<file path="src/design/tswd_pkg.sv">
package tswd_pkg;

	// transaction kinds on the request channel
	typedef enum logic [1:0] {
		CMD_TICK  = 2'd0,
		CMD_INDEX = 2'd1,
		CMD_WRITE = 2'd2,
		CMD_READ  = 2'd3
	} tswd_cmd_t;

	// register indexes
	localparam logic [7:0] IDX_VERSION = 8'h02;
	localparam logic [7:0] IDX_COUNT1  = 8'h0C;
	localparam logic [7:0] IDX_COUNT2  = 8'h0E;
	localparam logic [7:0] IDX_PULSE   = 8'h0F;
	localparam logic [7:0] IDX_CONTROL = 8'h10;
	localparam logic [7:0] IDX_STATUS  = 8'h12;

	// control word bits
	localparam int CTL_EN1   = 0;
	localparam int CTL_EN2   = 1;
	localparam int CTL_RST1  = 4;
	localparam int CTL_RST2  = 5;
	localparam int CTL_SCI   = 8;
	localparam int CTL_NMI   = 9;
	localparam int CTL_SMI   = 10;
	localparam int CTL_RESET = 11;

	// status bits
	localparam int ST_EXP1 = 0;
	localparam int ST_EXP2 = 1;

	localparam logic [15:0] VERSION_WORD = 16'hFFFF;

	// result of one transaction
	typedef struct packed {
		logic [15:0] rdata;
		logic        sys_reset_out;
		logic        smi_out;
		logic        nmi_out;
		logic        sci_out;
	} tswd_result_t;

endpackage

</file>
<file path="src/design/tswd_if.sv">
interface tswd_req_if;
	logic        valid;
	logic        ready;
	logic [1:0]  cmd;
	logic        word_access;
	logic [15:0] wdata;

	modport source (output valid, cmd, word_access, wdata, input ready);
	modport sink   (input valid, cmd, word_access, wdata, output ready);
endinterface

interface tswd_rsp_if;
	logic        valid;
	logic        ready;
	logic [15:0] rdata;
	logic        sys_reset_out;
	logic        smi_out;
	logic        nmi_out;
	logic        sci_out;

	modport source (output valid, rdata, sys_reset_out, smi_out, nmi_out, sci_out,
		input ready);
	modport sink   (input valid, rdata, sys_reset_out, smi_out, nmi_out, sci_out,
		output ready);
endinterface

</file>
<file path="src/design/tswd_core.sv">
module tswd_core
	import tswd_pkg::*;
(
	input  logic         clk,
	input  logic         arst_n,
	input  logic         accept,
	input  logic [1:0]   cmd,
	input  logic         word_access,
	input  logic [15:0]  wdata,
	output tswd_result_t result
);

	logic [7:0]  reg_index_q,     reg_index_d;
	logic [15:0] control_q,       control_d;
	logic [7:0]  status_q,        status_d;
	logic [15:0] reload1_q,       reload1_d;
	logic [15:0] count1_q,        count1_d;
	logic [7:0]  reload2_q,       reload2_d;
	logic [7:0]  count2_q,        count2_d;
	logic        running2_q,      running2_d;
	logic [7:0]  pulse_length_q,  pulse_length_d;
	logic [7:0]  pulse_left_q,    pulse_left_d;

	tswd_cmd_t   cmd_e;
	logic        stage1_active;
	logic        stage2_active;
	logic [15:0] count1_dec;
	logic [7:0]  count2_dec;
	logic [15:0] merged;
	logic [15:0] ctl_rise;
	logic [15:0] read_word;
	logic        pulse_on;
	logic        as_reset;

	assign cmd_e = tswd_cmd_t'(cmd);

	// saturating decrements of the two counters
	assign count1_dec = (count1_q != 16'd0) ? count1_q - 16'd1 : 16'd0;
	assign count2_dec = (count2_q != 8'd0) ? count2_q - 8'd1 : 8'd0;
	assign stage1_active = control_q[CTL_EN1] && !running2_q;
	assign stage2_active = running2_q && (control_q[CTL_EN1] || control_q[CTL_EN2]);

	// byte port touches only the low byte of a 16-bit register
	always_comb begin
		merged = 16'd0;
		if (reg_index_q == IDX_COUNT1) begin
			merged = word_access ? wdata : {reload1_q[15:8], wdata[7:0]};
		end else begin
			merged = word_access ? wdata : {control_q[15:8], wdata[7:0]};
		end
	end
	assign ctl_rise = merged & ~control_q;

	// next state for one transaction
	always_comb begin
		reg_index_d    = reg_index_q;
		control_d      = control_q;
		status_d       = status_q;
		reload1_d      = reload1_q;
		count1_d       = count1_q;
		reload2_d      = reload2_q;
		count2_d       = count2_q;
		running2_d     = running2_q;
		pulse_length_d = pulse_length_q;
		pulse_left_d   = pulse_left_q;
		unique case (cmd_e)
			CMD_TICK: begin
				if (pulse_left_q != 8'd0) begin
					pulse_left_d = pulse_left_q - 8'd1;
				end
				if (stage1_active && count1_dec == 16'd0) begin
					status_d[ST_EXP2] = 1'b0;
					status_d[ST_EXP1] = 1'b1;
					count1_d          = reload1_q;
					count2_d          = reload2_q;
					running2_d        = 1'b1;
					pulse_left_d      = pulse_length_q;
				end else begin
					if (stage1_active) begin
						count1_d = count1_dec;
					end
					if (stage2_active) begin
						if (count2_dec == 8'd0) begin
							count2_d          = 8'd0;
							running2_d        = 1'b0;
							status_d[ST_EXP2] = 1'b1;
							pulse_left_d      = pulse_length_q;
						end else begin
							count2_d = count2_dec;
						end
					end
				end
			end
			CMD_INDEX: begin
				reg_index_d = wdata[7:0];
			end
			CMD_WRITE: begin
				unique case (reg_index_q)
					IDX_COUNT1: begin
						reload1_d = merged;
						count1_d  = merged;
					end
					IDX_COUNT2: begin
						reload2_d = wdata[7:0];
						count2_d  = wdata[7:0];
					end
					IDX_PULSE: begin
						pulse_length_d = wdata[7:0];
					end
					IDX_CONTROL: begin
						control_d = merged;
						if (ctl_rise[CTL_RST1]) begin
							count1_d   = reload1_q;
							running2_d = 1'b0;
						end
						if (ctl_rise[CTL_RST2]) begin
							count2_d = reload2_q;
						end
					end
					IDX_STATUS: begin
						status_d = wdata[7:0];
					end
					default: begin
					end
				endcase
			end
			CMD_READ: begin
			end
			default: begin
			end
		endcase
	end

	// register read mux
	always_comb begin
		unique case (reg_index_q)
			IDX_VERSION: read_word = VERSION_WORD;
			IDX_COUNT1:  read_word = count1_q;
			IDX_COUNT2:  read_word = {8'd0, count2_q};
			IDX_PULSE:   read_word = {8'd0, pulse_length_q};
			IDX_CONTROL: read_word = control_q;
			IDX_STATUS:  read_word = {8'd0, status_q};
			default:     read_word = 16'd0;
		endcase
	end

	// pulse outputs follow the state left by this transaction
	assign pulse_on = pulse_left_d != 8'd0;
	assign as_reset = status_d[ST_EXP2];

	always_comb begin
		result.rdata = 16'd0;
		if (cmd_e == CMD_READ) begin
			result.rdata = word_access ? read_word : {8'd0, read_word[7:0]};
		end
		result.sys_reset_out = pulse_on && (as_reset || control_d[CTL_RESET]);
		result.smi_out       = pulse_on && !as_reset && control_d[CTL_SMI];
		result.nmi_out       = pulse_on && !as_reset && control_d[CTL_NMI];
		result.sci_out       = pulse_on && !as_reset && control_d[CTL_SCI];
	end

	// state registers, updated once per accepted transaction
	always_ff @(posedge clk or negedge arst_n) begin
		if (!arst_n) begin
			reg_index_q    <= 8'd0;
			control_q      <= 16'd0;
			status_q       <= 8'd0;
			reload1_q      <= 16'hFFFF;
			count1_q       <= 16'hFFFF;
			reload2_q      <= 8'hFF;
			count2_q       <= 8'hFF;
			running2_q     <= 1'b0;
			pulse_length_q <= 8'hFF;
			pulse_left_q   <= 8'd0;
		end else if (accept) begin
			reg_index_q    <= reg_index_d;
			control_q      <= control_d;
			status_q       <= status_d;
			reload1_q      <= reload1_d;
			count1_q       <= count1_d;
			reload2_q      <= reload2_d;
			count2_q       <= count2_d;
			running2_q     <= running2_d;
			pulse_length_q <= pulse_length_d;
			pulse_left_q   <= pulse_left_d;
		end
	end

	// a read leaves the watchdog state alone
	a_read_no_side_effect: assert property (@(posedge clk) disable iff (!arst_n)
		accept && cmd_e == CMD_READ |=> $stable(count1_q) && $stable(count2_q)
			&& $stable(status_q) && $stable(running2_q) && $stable(pulse_left_q))
		else $error("read transaction changed watchdog state");

	// index write lands in the index register
	a_index_write: assert property (@(posedge clk) disable iff (!arst_n)
		accept && cmd_e == CMD_INDEX |=> reg_index_q == $past(wdata[7:0]))
		else $error("index register not loaded");

	// stage-one expiry starts stage two and flags status
	a_stage1_expiry: assert property (@(posedge clk) disable iff (!arst_n)
		accept && cmd_e == CMD_TICK && control_q[CTL_EN1] && !running2_q
			&& count1_q <= 16'd1
		|=> running2_q && status_q[ST_EXP1] && !status_q[ST_EXP2]
			&& count1_q == reload1_q)
		else $error("stage one expiry not handled");

	// stage two never counts while stopped, apart from the reload on stage-one expiry
	a_stage2_idle: assert property (@(posedge clk) disable iff (!arst_n)
		accept && cmd_e == CMD_TICK && !running2_q
			&& !(control_q[CTL_EN1] && count1_q <= 16'd1)
		|=> $stable(count2_q))
		else $error("stage two counted while stopped");

endmodule

</file>
<file path="src/design/two_stage_watchdog_registers.sv">
// Two-stage watchdog behind an index/data register port. Each request
// transaction is one of: a 32 kHz tick, an index write, a data write or a data
// read; each produces exactly one response carrying the read data (zero unless
// a read) and the four pulse outputs as they stand after that transaction. The
// state update and the response are computed in one pass of logic from the
// state registers and land in the response register at the accepting edge, so
// one transaction is taken every cycle as long as the response side keeps up;
// the single response register lets the next request in during the cycle its
// result is being taken.
module two_stage_watchdog_registers
	import tswd_pkg::*;
(
	input  logic          clk,
	input  logic          arst_n,
	tswd_req_if.sink      req,
	tswd_rsp_if.source    rsp
);

	logic         req_accept;
	logic         rsp_valid_q;
	tswd_result_t next_result;
	tswd_result_t result_q;

	// a new request enters whenever the response register is empty or draining
	assign req.ready  = !rsp_valid_q || rsp.ready;
	assign req_accept = req.valid && req.ready;

	tswd_core u_core (
		.clk         (clk),
		.arst_n      (arst_n),
		.accept      (req_accept),
		.cmd         (req.cmd),
		.word_access (req.word_access),
		.wdata       (req.wdata),
		.result      (next_result)
	);

	// response valid flag
	always_ff @(posedge clk or negedge arst_n) begin
		if (!arst_n) begin
			rsp_valid_q <= 1'b0;
		end else if (req_accept) begin
			rsp_valid_q <= 1'b1;
		end else if (rsp.ready) begin
			rsp_valid_q <= 1'b0;
		end
	end

	// response payload
	always_ff @(posedge clk) begin
		if (req_accept) begin
			result_q <= next_result;
		end
	end

	assign rsp.valid         = rsp_valid_q;
	assign rsp.rdata         = result_q.rdata;
	assign rsp.sys_reset_out = result_q.sys_reset_out;
	assign rsp.smi_out       = result_q.smi_out;
	assign rsp.nmi_out       = result_q.nmi_out;
	assign rsp.sci_out       = result_q.sci_out;

	// every accepted request yields a response in the next cycle
	a_resp_follows: assert property (@(posedge clk) disable iff (!arst_n)
		req_accept |=> rsp_valid_q)
		else $error("accepted transaction produced no response");

	// a taken response with no new request empties the register
	a_resp_drains: assert property (@(posedge clk) disable iff (!arst_n)
		rsp_valid_q && rsp.ready && !req_accept |=> !rsp_valid_q)
		else $error("response repeated");

	// no request taken while a stalled response is held
	a_no_overrun: assert property (@(posedge clk) disable iff (!arst_n)
		rsp_valid_q && !rsp.ready |-> !req_accept)
		else $error("request accepted over a stalled response");

endmodule

</file>
<file path="src/flat_wrapper.sv">
// flat-port wrapper written by rule: the top's interface ports become plain ports
module two_stage_watchdog_registers_flat import tswd_pkg::*;
  (clk, arst_n, req_valid, req_cmd, req_word_access, req_wdata, req_ready, rsp_valid, rsp_rdata, rsp_sys_reset_out, rsp_smi_out, rsp_nmi_out, rsp_sci_out, rsp_ready);
  tswd_req_if req_i ();
  tswd_rsp_if rsp_i ();
  input  logic clk;
  input  logic arst_n;
  input wire logic [$bits(req_i.valid)-1:0] req_valid;
  input wire logic [$bits(req_i.cmd)-1:0] req_cmd;
  input wire logic [$bits(req_i.word_access)-1:0] req_word_access;
  input wire logic [$bits(req_i.wdata)-1:0] req_wdata;
  output wire logic [$bits(req_i.ready)-1:0] req_ready;
  output wire logic [$bits(rsp_i.valid)-1:0] rsp_valid;
  output wire logic [$bits(rsp_i.rdata)-1:0] rsp_rdata;
  output wire logic [$bits(rsp_i.sys_reset_out)-1:0] rsp_sys_reset_out;
  output wire logic [$bits(rsp_i.smi_out)-1:0] rsp_smi_out;
  output wire logic [$bits(rsp_i.nmi_out)-1:0] rsp_nmi_out;
  output wire logic [$bits(rsp_i.sci_out)-1:0] rsp_sci_out;
  input wire logic [$bits(rsp_i.ready)-1:0] rsp_ready;
  assign req_i.valid = req_valid;
  assign req_i.cmd = req_cmd;
  assign req_i.word_access = req_word_access;
  assign req_i.wdata = req_wdata;
  assign req_ready = req_i.ready;
  assign rsp_valid = rsp_i.valid;
  assign rsp_rdata = rsp_i.rdata;
  assign rsp_sys_reset_out = rsp_i.sys_reset_out;
  assign rsp_smi_out = rsp_i.smi_out;
  assign rsp_nmi_out = rsp_i.nmi_out;
  assign rsp_sci_out = rsp_i.sci_out;
  assign rsp_i.ready = rsp_ready;
  two_stage_watchdog_registers u_core (.clk(clk), .arst_n(arst_n), .req(req_i), .rsp(rsp_i));
endmodule
</file>
<file path="config.mk">
export PLATFORM = sky130hd
export DESIGN_NAME = two_stage_watchdog_registers_flat
export DESIGN_NICKNAME = d
export VERILOG_FILES = /design/src/design/tswd_pkg.sv /design/src/design/tswd_if.sv /design/src/design/tswd_core.sv /design/src/design/two_stage_watchdog_registers.sv /design/src/flat_wrapper.sv
export SDC_FILE = /design/constraint.sdc
export NUM_CORES = 1
export LEC_CHECK = 0
export BUFFER_PORTS_ARGS = -buffer_cell sky130_fd_sc_hd__buf_2
export CORE_MARGIN = 2
export CORE_UTILIZATION = 26
export CTS_BUF_LIST = sky130_fd_sc_hd__clkbuf_8
export DETAILED_ROUTE_END_ITERATION = 8
export PLACE_DENSITY = 0.38
export SLEW_MARGIN = 0
export SYNTH_ARGS = -nofsm -noshare
export SYNTH_HDL_FRONTEND = slang
export SYNTH_SLANG_ARGS = --single-unit
</file>
<file path="constraint.sdc">
create_clock -name clk -period 4.4 [get_ports clk]
set_input_delay 0.44 -clock clk [delete_from_list [all_inputs] [get_ports clk]]
set_output_delay 0.44 -clock clk [all_outputs]
set_load 0.02 [all_outputs]
</file>
==> impl_metrics.yaml, run 1 <==
run_status:
  status: "finished clean"
clock_tree:
  postCtsSetupBuffers: 0
  cts-root-to-sink-buffers: 2
  ctsResizeCount: 0
  cts.clk_slew.worst_paths_ps: 80
  cts_num_sinks: 118
  numCtsBuffers: 17
  postCtsHoldBufs: 0
  htree_levels: 4
  cts_root_buffer: "sky130_fd_sc_hd__clkbuf_8"
  tritoncts: "done"
  clk-insertion-delay-late_ps: 450
timing:
  fin_crit_ps: 3960
  maxSlewViolCount: 0
  final-setup-viol-count: 0
  fin_worst_skew_ps: 12.9
  slew_headroom_pct: 17.0
  fin_crit_sh_pct: 90.1
  accumulated_negative_setup_slack_ps: 0
  grt_setup_unrepaired: "false"
  max_clock_freq_mhz: 252
  worstMarginPinSlew_ps: 1240
  number_of_hold_violations_in_the_final_report: 0
drt:
  route.final.wire_length_um: 21900
  route.detailed.wl_per_inst_um: 20.1
  routed_via_density: 5.12
  detailedRoute.firstPassIterationCount: 5
  routed-via-count: 5562
  drc_marker_count_from_the_first_detailed_route_iteration: 402
  remaining_drc_errors: 0
  antenna_violating_nets_post_route: 0
die:
  rows: 59
  die_height_um: 166
  design.die.area_sq_um: 27500
  io_pins: 45
  core_region_area_sq_um: 25800
  effective_utilization_at_floorplan_pct: 26.3
  die_x_um: 166
power:
  power.ir.vdd_worst_mv: 0.193
  static-leakage-power_uw: 0.00302
  total_power_uw: 3760
  power_per_cell_area_nw_per_um2: 480
synth:
  async_reset_ff_share_pct: 83.1
  synth_seq_cells: 118
  most_instantiated_flip_flop_cell_in_the_synthesis_netlist: "sky130_fd_sc_hd__dfstp_2"
  yosys_warnings: 0
  yosysSeqAreaShare_pct: 45.9
  synthesized_netlist_cell_count: 696
  synth.lib_cells_used.distinct: 77
  netlist_area_sq_um: 6800
  syn-mean-instance-area_sq_um: 9.77
  synth_enable_flop_cells: 20
  syn_nets: 725
worst_setup_path:
  start_kind: "register"
  worst_path_bufs_invs: 1
  cp.required_ps: 4580
  worst-r2r-setup-slack_ps: 440
  reg2reg_depth: 12
  timing.critical_path.from: "u_core.u_core.count1_q[0]"
  crit_path_cell_trace: "inv_1 -> ha_1 -> or3b_2 -> or4_4 -> xor2_2 -> a41oi_2 -> or3_1 -> and4b_1 -> nor4_1 -> nand4_1 -> nor4_4 -> nor3_1"
  setup.worst_path.end_class: "register"
  critical_path_depth: 12
  cpMaxStageDelayCell: "sky130_fd_sc_hd__or3b_2"
  setup.worst_path.class: "reg2reg"
  worstPathArrival_ps: 4140
  critPathMaxStageDelay_ps: 470
  r2r_start: "u_core.u_core.count1_q[0]"
  worst_setup_path_endpoint: "u_core.rsp.nmi_out"
  crit_family: "simple AND/OR/NAND/NOR gates"
  worstPathMaxFanout: 7
  worstReg2RegEnd: "u_core.rsp.nmi_out"
global_route:
  grt_busiest_layer: "met2"
  number_of_global_route_vias_before_repair: 5603
  met1_usage_pct: 23.0
  grt_first_pass_wirelength_um: 34700
  grt_remaining_overflow: 0
  pin_count_of_the_biggest_net_entering_global_routing: 64
  grt_util_met3_pct: 3.39
  antenna_found_initial: 0
  fraction_of_met2_tracks_used_by_global_routing_pct: 25.8
  groute.usage.overall_pct: 16.3
placement:
  gp_congestion: 0.817
  placed_cells_incl_taps: 1055
  io_buffer_count: 44
  post-dp-hpwl_um: 16100
min_path:
  path_type_of_the_worst_min_delay_path: "in2async"
final_layout:
  final_standard_cell_count_with_taps_included_and_fillers_excluded: 1087
  synthToLayoutAreaGrowth_pct: 15.2
  antenna_cells_inserted: 0
  layout.nets: 768
  layout.core_utilization_pct: 30.3
  post_route_cells_drive_above_1_share_pct: 31.5
flow_run:
  cap_violations: 0
synthesized netlist by cell type, types with 4 or more instances:
cell / number / area share [%]
sky130_fd_sc_hd__nand2_1: 94 / 5.2
sky130_fd_sc_hd__mux2_2: 61 / 10
sky130_fd_sc_hd__a21oi_1: 59 / 4.3
sky130_fd_sc_hd__dfstp_2: 56 / 22
sky130_fd_sc_hd__nor2_1: 51 / 2.8
sky130_fd_sc_hd__o21ai_0: 50 / 3.7
sky130_fd_sc_hd__dfrtp_1: 42 / 15
sky130_fd_sc_hd__clkbuf_1: 24 / 1.3
sky130_fd_sc_hd__nor3_1: 22 / 1.6
sky130_fd_sc_hd__edfxtp_1: 20 / 8.8
sky130_fd_sc_hd__inv_1: 14 / 0.77
sky130_fd_sc_hd__a22o_1: 12 / 1.5
sky130_fd_sc_hd__a31oi_1: 12 / 1.1
sky130_fd_sc_hd__mux2i_1: 11 / 1.6
sky130_fd_sc_hd__nor4_1: 10 / 0.92
sky130_fd_sc_hd__a22oi_1: 9 / 0.99
sky130_fd_sc_hd__nand2b_1: 8 / 0.74
sky130_fd_sc_hd__nand3_1: 8 / 0.59
sky130_fd_sc_hd__xor2_1: 7 / 0.90
sky130_fd_sc_hd__ha_1: 6 / 1.1
sky130_fd_sc_hd__nand3b_1: 6 / 0.66
sky130_fd_sc_hd__o31ai_1: 6 / 0.66
sky130_fd_sc_hd__a21boi_0: 5 / 0.55
sky130_fd_sc_hd__nand4_1: 5 / 0.46
sky130_fd_sc_hd__nor2b_1: 5 / 0.46
sky130_fd_sc_hd__or3_1: 5 / 0.46
sky130_fd_sc_hd__a41oi_1: 4 / 0.52
sky130_fd_sc_hd__and3_1: 4 / 0.37
sky130_fd_sc_hd__buf_4: 4 / 0.44
sky130_fd_sc_hd__buf_6: 4 / 0.66
sky130_fd_sc_hd__o22ai_1: 4 / 0.37
sky130_fd_sc_hd__xnor2_1: 4 / 0.52
flip-flops by register name (all words and copies together), names as in the netlist, 8 cells and up:
| register | count |
|---|---|
| u_core.rsp.rdata | 16 |
| u_core.u_core.reload1_q | 16 |
| u_core.u_core.count1_q | 16 |
| u_core.u_core.reload2_q | 8 |
| u_core.u_core.reg_index_q | 8 |
| u_core.u_core.pulse_length_q | 8 |
| u_core.u_core.pulse_left_q | 8 |
| u_core.u_core.status_q | 8 |
| u_core.u_core.control_q | 16 |
| u_core.u_core.count2_q | 8 |
cell families (layout without fill, tap and decap cells):
family | count (synthesis) | after routing | share of synthesized area (%)
AND/OR/NAND/NOR | 241 | 241 | 17.6
AO/OA/AOI/OAI | 193 | 193 | 18.1
flip-flops | 118 | 118 | 45.9
multiplexers | 72 | 72 | 11.7
buffers and inverters | 54 | 110 | 3.85
XOR/XNOR | 12 | 12 | 1.66
adder cells (fa/ha/maj) | 6 | 6 | 1.10
where the power goes:
group,total [uW],switching (uW),internal (uW)
logic,970,560,409
clock network,1120,500,621
registers,1670,309,1360
cell usage in the layout (no fill, tap or decap), types with 5 or more instances in the layout:
cell and n:
sky130_fd_sc_hd__nor2_1 51, sky130_fd_sc_hd__mux2i_1 11, sky130_fd_sc_hd__buf_2 43, sky130_fd_sc_hd__o31ai_1 6, sky130_fd_sc_hd__nand2_1 94, sky130_fd_sc_hd__nand3_1 8
sky130_fd_sc_hd__inv_1 14, sky130_fd_sc_hd__nand3b_1 6, sky130_fd_sc_hd__nor3_1 22, sky130_fd_sc_hd__nand4_1 5, sky130_fd_sc_hd__edfxtp_1 20, sky130_fd_sc_hd__clkbuf_8 17
sky130_fd_sc_hd__dfrtp_1 42, sky130_fd_sc_hd__a22oi_1 9, sky130_fd_sc_hd__o21ai_0 50, sky130_fd_sc_hd__a31oi_1 12, sky130_fd_sc_hd__nor4_1 10, sky130_fd_sc_hd__a21oi_1 59
sky130_fd_sc_hd__mux2_2 61, sky130_fd_sc_hd__xor2_1 7, sky130_fd_sc_hd__dfstp_2 56, sky130_fd_sc_hd__a22o_1 12, sky130_fd_sc_hd__a21boi_0 5, sky130_fd_sc_hd__ha_1 6
sky130_fd_sc_hd__nand2b_1 8, sky130_fd_sc_hd__nor2b_1 5, sky130_fd_sc_hd__or3_1 5, sky130_fd_sc_hd__buf_4 19
how the worst min path moves through the flow:
stage | start | end | slack (ps) | cells after the start
2_1_floorplan | arst_n | u_core.rsp.valid | 140 | 0
3_3_place_gp | u_core.u_core.reg_index_q[5] | u_core.u_core.reg_index_q[5] | 460 | 2
3_5_place_dp | u_core.u_core.reload1_q[10] | u_core.u_core.count1_q[10] | 480 | 2
4_1_cts | arst_n | u_core.u_core.pulse_left_q[0] | 130 | 1
5_1_grt | arst_n | u_core.u_core.pulse_left_q[0] | 160 | 1
6_report | arst_n | u_core.u_core.reg_index_q[7] | 100 | 1
routing by layer:
layer / wire length [um] / vias to the layer above
li1: - / 2640
met1: 10600 / 2788
met2: 10100 / 121
met3: 926 / 13
met4: 220 / 0
met5: 0 / -
area by class of cell:
| class | count | area (sq um) |
|---|---|---|
| clock buffers | 17 | 234 |
| clock inverters | 15 | 201 |
| fillers | 2696 | 18000 |
| inverters | 16 | 61.3 |
| multi-input cells | 524 | 3440 |
| flip-flops and latches | 118 | 3120 |
| well taps | 335 | 419 |
| repair buffers | 62 | 358 |
worst register-to-register path, delay by kind of cell (launching register included):
| kind | cells | cell delay [ps] |
|---|---|---|
| AO/OA/AOI/OAI | 1 | 190 |
| adder cells (fa/ha/maj) | 1 | 230 |
| flip-flops | 1 | 410 |
| buffers and inverters | 1 | 100 |
| AND/OR/NAND/NOR | 8 | 2560 |
| XOR/XNOR | 1 | 210 |
stage by stage:
stage / setup slack, ps / instance area, sq um / hold slack [ps]
2_1_floorplan: 898 / 6800 / 144
3_3_place_gp: 547 / 7400 / 463
3_5_place_dp: 483 / 7400 / 479
4_1_cts: 460 / 7840 / 130
5_1_grt: 155 / 7840 / 156
6_report: 437 / 7840 / 104
Power figures use the tool's default switching activity.
==> run 2: changes to the inputs <==
--- a/config.mk
+++ b/config.mk
@@ -7,10 +7,10 @@
 export LEC_CHECK = 0
 export BUFFER_PORTS_ARGS = -buffer_cell sky130_fd_sc_hd__buf_2
 export CORE_MARGIN = 2
-export CORE_UTILIZATION = 26
+export CORE_UTILIZATION = 53
 export CTS_BUF_LIST = sky130_fd_sc_hd__clkbuf_8
 export DETAILED_ROUTE_END_ITERATION = 8
-export PLACE_DENSITY = 0.38
+export PLACE_DENSITY_LB_ADDON = 0.2
 export SLEW_MARGIN = 0
 export SYNTH_ARGS = -nofsm -noshare
 export SYNTH_HDL_FRONTEND = slang
==> run 2 against run 1 <==
Wire length decreased by 14%. Cell count decreased by 15%. Clock power decreased by 7%. Largest power group unchanged.
==> impl_metrics.yaml, run 2 (same netlist as run 1, synthesis figures left out) <==
run_status:
  status: "finished clean"
drt:
  routed_via_density: 6.20
  drc_marker_count_from_the_first_detailed_route_iteration: 543
  route.final.wire_length_um: 18900
  remaining_drc_errors: 0
  antenna_violating_nets_post_route: 0
  route.detailed.wl_per_inst_um: 20.4
  routed-via-count: 5718
  detailedRoute.firstPassIterationCount: 5
placement:
  io_buffer_count: 44
  gp_congestion: 0.929
  placed_cells_incl_taps: 891
  post-dp-hpwl_um: 13500
power:
  static-leakage-power_uw: 0.00300
  power_per_cell_area_nw_per_um2: 481
  power.ir.vdd_worst_mv: 0.251
clock_tree:
  postCtsHoldBufs: 0
  cts_num_sinks: 118
  cts-root-to-sink-buffers: 2
  tritoncts: "done"
  cts.clk_slew.worst_paths_ps: 80
  cts_root_buffer: "sky130_fd_sc_hd__clkbuf_8"
  clk-insertion-delay-late_ps: 460
  numCtsBuffers: 17
  htree_levels: 4
  ctsResizeCount: 0
  postCtsSetupBuffers: 0
min_path:
  path_type_of_the_worst_min_delay_path: "in2async"
worst_setup_path:
  worstPathMaxFanout: 7
  critPathMaxStageDelay_ps: 470
  worstReg2RegEnd: "u_core.rsp.sci_out"
  crit_path_cell_trace: "inv_1 -> ha_1 -> or3b_2 -> or4_4 -> xor2_2 -> a41oi_2 -> or3_1 -> and4b_1 -> nor4_1 -> nand4_1 -> nor4_4 -> nor3_1"
  r2r_start: "u_core.u_core.count1_q[0]"
  setup.worst_path.class: "reg2reg"
  worstPathArrival_ps: 4030
  reg2reg_depth: 12
  cp.required_ps: 4600
  cpMaxStageDelayCell: "sky130_fd_sc_hd__or3b_2"
  timing.critical_path.from: "u_core.u_core.count1_q[0]"
  worst-r2r-setup-slack_ps: 570
  worst_path_bufs_invs: 1
  setup.worst_path.end_class: "register"
  crit_family: "simple AND/OR/NAND/NOR gates"
  start_kind: "register"
final_layout:
  multiInputGateArea_sq_um: 3440
  layout.nets: 767
  post_route_cells_drive_above_1_share_pct: 31.6
  final_standard_cell_count_with_taps_included_and_fillers_excluded: 923
  final.fill_count: 1088
  final_common_cell: "sky130_fd_sc_hd__nand2_1"
  antenna_cells_inserted: 0
  synthToLayoutAreaGrowth_pct: 11.8
  final_cell_mix: "94 x sky130_fd_sc_hd__nand2_1, 61 x sky130_fd_sc_hd__mux2_2, 59 x sky130_fd_sc_hd__a21oi_1"
  regArea_sq_um: 3120
flow_run:
  cap_violations: 0
timing:
  accumulated_negative_setup_slack_ps: 0
  fin_crit_ps: 3830
  maxSlewViolCount: 0
  max_clock_freq_mhz: 261
  final-setup-viol-count: 0
  fin_worst_skew_ps: 16.1
  slew_headroom_pct: 13.0
  worstMarginPinSlew_ps: 1300
  grt_setup_unrepaired: "false"
  number_of_hold_violations_in_the_final_report: 0
  fin_crit_sh_pct: 87.2
global_route:
  grt_first_pass_wirelength_um: 29700
  grt_remaining_overflow: 0
  antenna_found_initial: 0
  number_of_global_route_vias_before_repair: 5363
  groute.usage.overall_pct: 29.1
  pin_count_of_the_biggest_net_entering_global_routing: 61
die:
  rows: 41
  design.die.area_sq_um: 13800
  core_region_area_sq_um: 12600
  io_pins: 45
  effective_utilization_at_floorplan_pct: 54.1
  die_height_um: 117
  die_x_um: 117
## run 2: worst register-to-register path, stage by stage, from the launching register on
cell	delay, ps
sky130_fd_sc_hd__dfstp_2	410
sky130_fd_sc_hd__inv_1	110
sky130_fd_sc_hd__ha_1	240
sky130_fd_sc_hd__or3b_2	470
sky130_fd_sc_hd__or4_4	440
sky130_fd_sc_hd__xor2_2	210
sky130_fd_sc_hd__a41oi_2	190
sky130_fd_sc_hd__or3_1	380
sky130_fd_sc_hd__and4b_1	190
sky130_fd_sc_hd__nor4_1	300
sky130_fd_sc_hd__nand4_1	230
sky130_fd_sc_hd__nor4_4	310
sky130_fd_sc_hd__nor3_1	110
## run 2: how the worst max path moves through the flow
| stage | cells past startpoint | endpoint |
|---|---|---|
| final | 12 | u_core.rsp.sci_out |
| after CTS | 12 | u_core.rsp.sci_out |
| after global placement | 12 | u_core.rsp.nmi_out |
| after detailed placement | 12 | u_core.rsp.sci_out |
| after floorplan | 13 | u_core.rsp.nmi_out |
| after global routing | 12 | u_core.rsp.smi_out |
## run 2: report_power, final
group / internal [uW] / switching [uW] / leakage, uW
Sequential: 1360 / 295 / 0.00132
Clock: 562 / 479 / 0.000199
Combinational: 410 / 546 / 0.00148
## run 2: stage by stage
| stage | worst slack, ps | hold slack (ps) | utilization, % | instance area, sq um | total power (uW) |
|---|---|---|---|---|---|
| 2_1_floorplan | 898 | 144 | - | 6800 | 2320 |
| 3_3_place_gp | 732 | 465 | 57.2 | 7190 | 2580 |
| 6_report | 565 | 66.1 | 60.5 | 7600 | 3660 |
| 4_1_cts | 628 | 75.0 | 60.5 | 7600 | 3650 |
| 3_5_place_dp | 663 | 475 | 57.2 | 7190 | 2600 |
| 5_1_grt | 327 | 119 | 60.5 | 7600 | 3860 |
## run 2: routing by layer
layer	GRT usage, %	up-vias	part of all wire (%)
met3	5.87	26	6.9
met4	10.4	0	1.7
li1	-	2655	-
met5	0	-	0
met2	42.2	242	45
met1	43.2	2795	47
## run 2: final cells by class
class	instances	area share, %
Clock buffer	17	3.08
Inverter	16	0.807
Timing Repair Buffer	61	4.61
Tap cell	172	2.83
Clock inverter	15	2.35
Sequential cell	118	41.1
Multi-Input combinational cell	524	45.2
==> run 3: changes to the inputs <==
--- a/config.mk
+++ b/config.mk
@@ -5,10 +5,11 @@
 export SDC_FILE = /design/constraint.sdc
 export NUM_CORES = 1
 export LEC_CHECK = 0
-export BUFFER_PORTS_ARGS = -buffer_cell sky130_fd_sc_hd__buf_2
+export BUFFER_PORTS_ARGS = -buffer_cell sky130_fd_sc_hd__buf_4
 export CORE_MARGIN = 2
 export CORE_UTILIZATION = 53
 export CTS_BUF_LIST = sky130_fd_sc_hd__clkbuf_8
+export CTS_CLUSTER_SIZE = 16
 export DETAILED_ROUTE_END_ITERATION = 8
 export PLACE_DENSITY_LB_ADDON = 0.2
 export SLEW_MARGIN = 0
==> run 3 against run 2 <==
Global-route usage is 0.68 points higher. Sequential share of layout area is 0.74 points lower. First-iteration DRC count is 16% higher. Largest cell class unchanged.
==> impl_metrics.yaml, run 3 (same netlist as run 1, synthesis figures left out) <==
worst_setup_path:
  worst_path_bufs_invs: 1
  cp.required_ps: 4590
  setup.worst_path.class: "reg2reg"
  crit_path_cell_trace: "inv_1 -> ha_1 -> or3b_2 -> or4_4 -> xor2_2 -> a41oi_2 -> or3_1 -> and4b_1 -> nor4_1 -> nand4_1 -> nor4_4 -> nor3_1"
  cpMaxStageDelayCell: "sky130_fd_sc_hd__or3b_2"
  worstPathMaxFanout: 7
  start_kind: "register"
  worstPathArrival_ps: 4050
  worst-r2r-setup-slack_ps: 550
  crit_family: "simple AND/OR/NAND/NOR gates"
  critPathMaxStageDelay_ps: 470
  setup.worst_path.end_class: "register"
final_layout:
  post_route_cells_drive_above_1_share_pct: 30.8
  antenna_cells_inserted: 0
  final_standard_cell_count_with_taps_included_and_fillers_excluded: 921
  layout.nets: 765
  synthToLayoutAreaGrowth_pct: 13.8
  final_common_cell: "sky130_fd_sc_hd__nand2_1"
  final_cell_mix: "94 x sky130_fd_sc_hd__nand2_1, 61 x sky130_fd_sc_hd__mux2_2, 59 x sky130_fd_sc_hd__a21oi_1, 59 x sky130_fd_sc_hd__buf_4, 56 x sky130_fd_sc_hd__dfstp_2"
  final_instance_area_sq_um: 7740
drt:
  dr_wl_met3_um: 1440
  maxUsedRoutingLayer: "met4"
  routed_via_density: 6.16
  remaining_drc_errors: 0
  routed-via-count: 5677
  detailedRoute.firstPassIterationCount: 6
  drc_marker_count_from_the_first_detailed_route_iteration: 630
  met2RoutedLength_um: 8520
  route.final.wire_length_um: 19200
  antenna_violating_nets_post_route: 0
  wl_met1_um: 8800
  route.detailed.wl_per_inst_um: 20.9
timing:
  final-setup-viol-count: 0
  fin_crit_sh_pct: 87.6
  slew_headroom_pct: 24.6
  grt_setup_unrepaired: "false"
  maxSlewViolCount: 0
  max_clock_freq_mhz: 259
  fin_crit_ps: 3850
  fin_worst_skew_ps: 11.6
  worstMarginPinSlew_ps: 1130
  timing.final.ws_setup_ps: 546
  number_of_hold_violations_in_the_final_report: 0
  accumulated_negative_setup_slack_ps: 0
clock_tree:
  postCtsSetupBuffers: 0
  clk-insertion-delay-late_ps: 460
  ctsResizeCount: 0
  cts-root-to-sink-buffers: 2
  postCtsHoldBufs: 0
  numCtsBuffers: 17
  cts_num_sinks: 118
  cts.clk_slew.worst_paths_ps: 80
  cts_root_buffer: "sky130_fd_sc_hd__clkbuf_8"
  tritoncts: "done"
  htree_levels: 4
die:
  design.die.area_sq_um: 13800
  io_pins: 45
  die_x_um: 117
  die_height_um: 117
  core_region_area_sq_um: 12600
  rows: 41
  effective_utilization_at_floorplan_pct: 54.1
placement:
  io_buffer_count: 44
  placedInstanceArea_sq_um: 7280
  placed_cells_incl_taps: 889
  dpl_worst_slack_ps: 614
  post-dp-hpwl_um: 13700
  gp_congestion: 0.956
min_path:
  path_type_of_the_worst_min_delay_path: "in2async"
power:
  static-leakage-power_uw: 0.00307
  total_power_uw: 3780
  power.ir.vdd_worst_mv: 0.280
  power_per_cell_area_nw_per_um2: 489
global_route:
  groute.usage.overall_pct: 29.8
  grt_remaining_overflow: 0
  antenna_found_initial: 0
  pin_count_of_the_biggest_net_entering_global_routing: 61
  number_of_global_route_vias_before_repair: 5335
  grt_first_pass_wirelength_um: 30100
run_status:
  status: "finished clean"
flow_run:
  cap_violations: 0
-- run 3: changes by cell type in the layout (fill, tap and decap cells not counted) --
cell / change
sky130_fd_sc_hd__buf_2: -43
sky130_fd_sc_hd__buf_4: +41
sky130_fd_sc_hd__bufinv_16: +2
sky130_fd_sc_hd__clkbuf_8: +3
sky130_fd_sc_hd__clkinv_2: -2
sky130_fd_sc_hd__clkinv_4: -2
sky130_fd_sc_hd__clkinvlp_4: -3
sky130_fd_sc_hd__inv_1: +4
sky130_fd_sc_hd__inv_4: +1
sky130_fd_sc_hd__inv_6: -3
-- run 3: through the flow --
| stage | hold slack [ps] | utilization [%] |
|---|---|---|
| after global routing | 128 | 61.6 |
| final | 59.1 | 61.6 |
| after detailed placement | 488 | 57.9 |
| after floorplan | 144 | - |
| after CTS | 80.4 | 61.6 |
| after global placement | 459 | 57.9 |
-- run 3: metal layers --
metal  global-route usage, %  vias to the layer above
met3                    7.72                       46
met5                       0                        -
li1                        -                     2635
met4                    11.3                        0
met1                    43.5                     2755
met2                    42.4                      241
-- run 3: path summary, 6_finish.rpt --
| path | start | end | depth (start not counted) |
|---|---|---|---|
| setup / recovery | u_core.u_core.count1_q[0] | u_core.rsp.smi_out | 12 |
| setup reg to reg | u_core.u_core.count1_q[0] | u_core.rsp.smi_out | 12 |
| max in group asynchronous | arst_n | u_core.u_core.count1_q[14] | 2 |
| min in group clk | req_valid | u_core.rsp.valid | 2 |
| hold reg to reg | u_core.u_core.reload1_q[10] | u_core.u_core.count1_q[10] | 2 |
| hold / removal | arst_n | u_core.u_core.status_q[0] | 1 |
-- run 3: worst reg2reg max path: cells and delay by family (launching register included) --
family                     cells  cell delay (ps)
DFF                            1              400
adders and majority gates      1              240
AOI/OAI and AO/OA              1              170
and+or+nand+nor                8             2470
buffers and inverters          1              110
xor gates and xnor gates       1              210
-- run 3: cell type report --
class | count | area (sq um)
Clock inverter | 12 | 184
Multi-Input combinational cell | 524 | 3440
Timing Repair Buffer | 59 | 443
Fill cell | 1082 | 4830
Sequential cell | 118 | 3120
Tap cell | 172 | 215
Clock buffer | 20 | 275
Inverter | 16 | 61.3
-- run 3: where the power goes --
| part | internal [uW] | switching, uW | leakage [uW] |
|---|---|---|---|
| Combinational | 421 | 546 | 0.00150 |
| Sequential | 1370 | 300 | 0.00132 |
| Clock | 710 | 439 | 0.000244 |
| Total | 2500 | 1290 | 0.00307 |
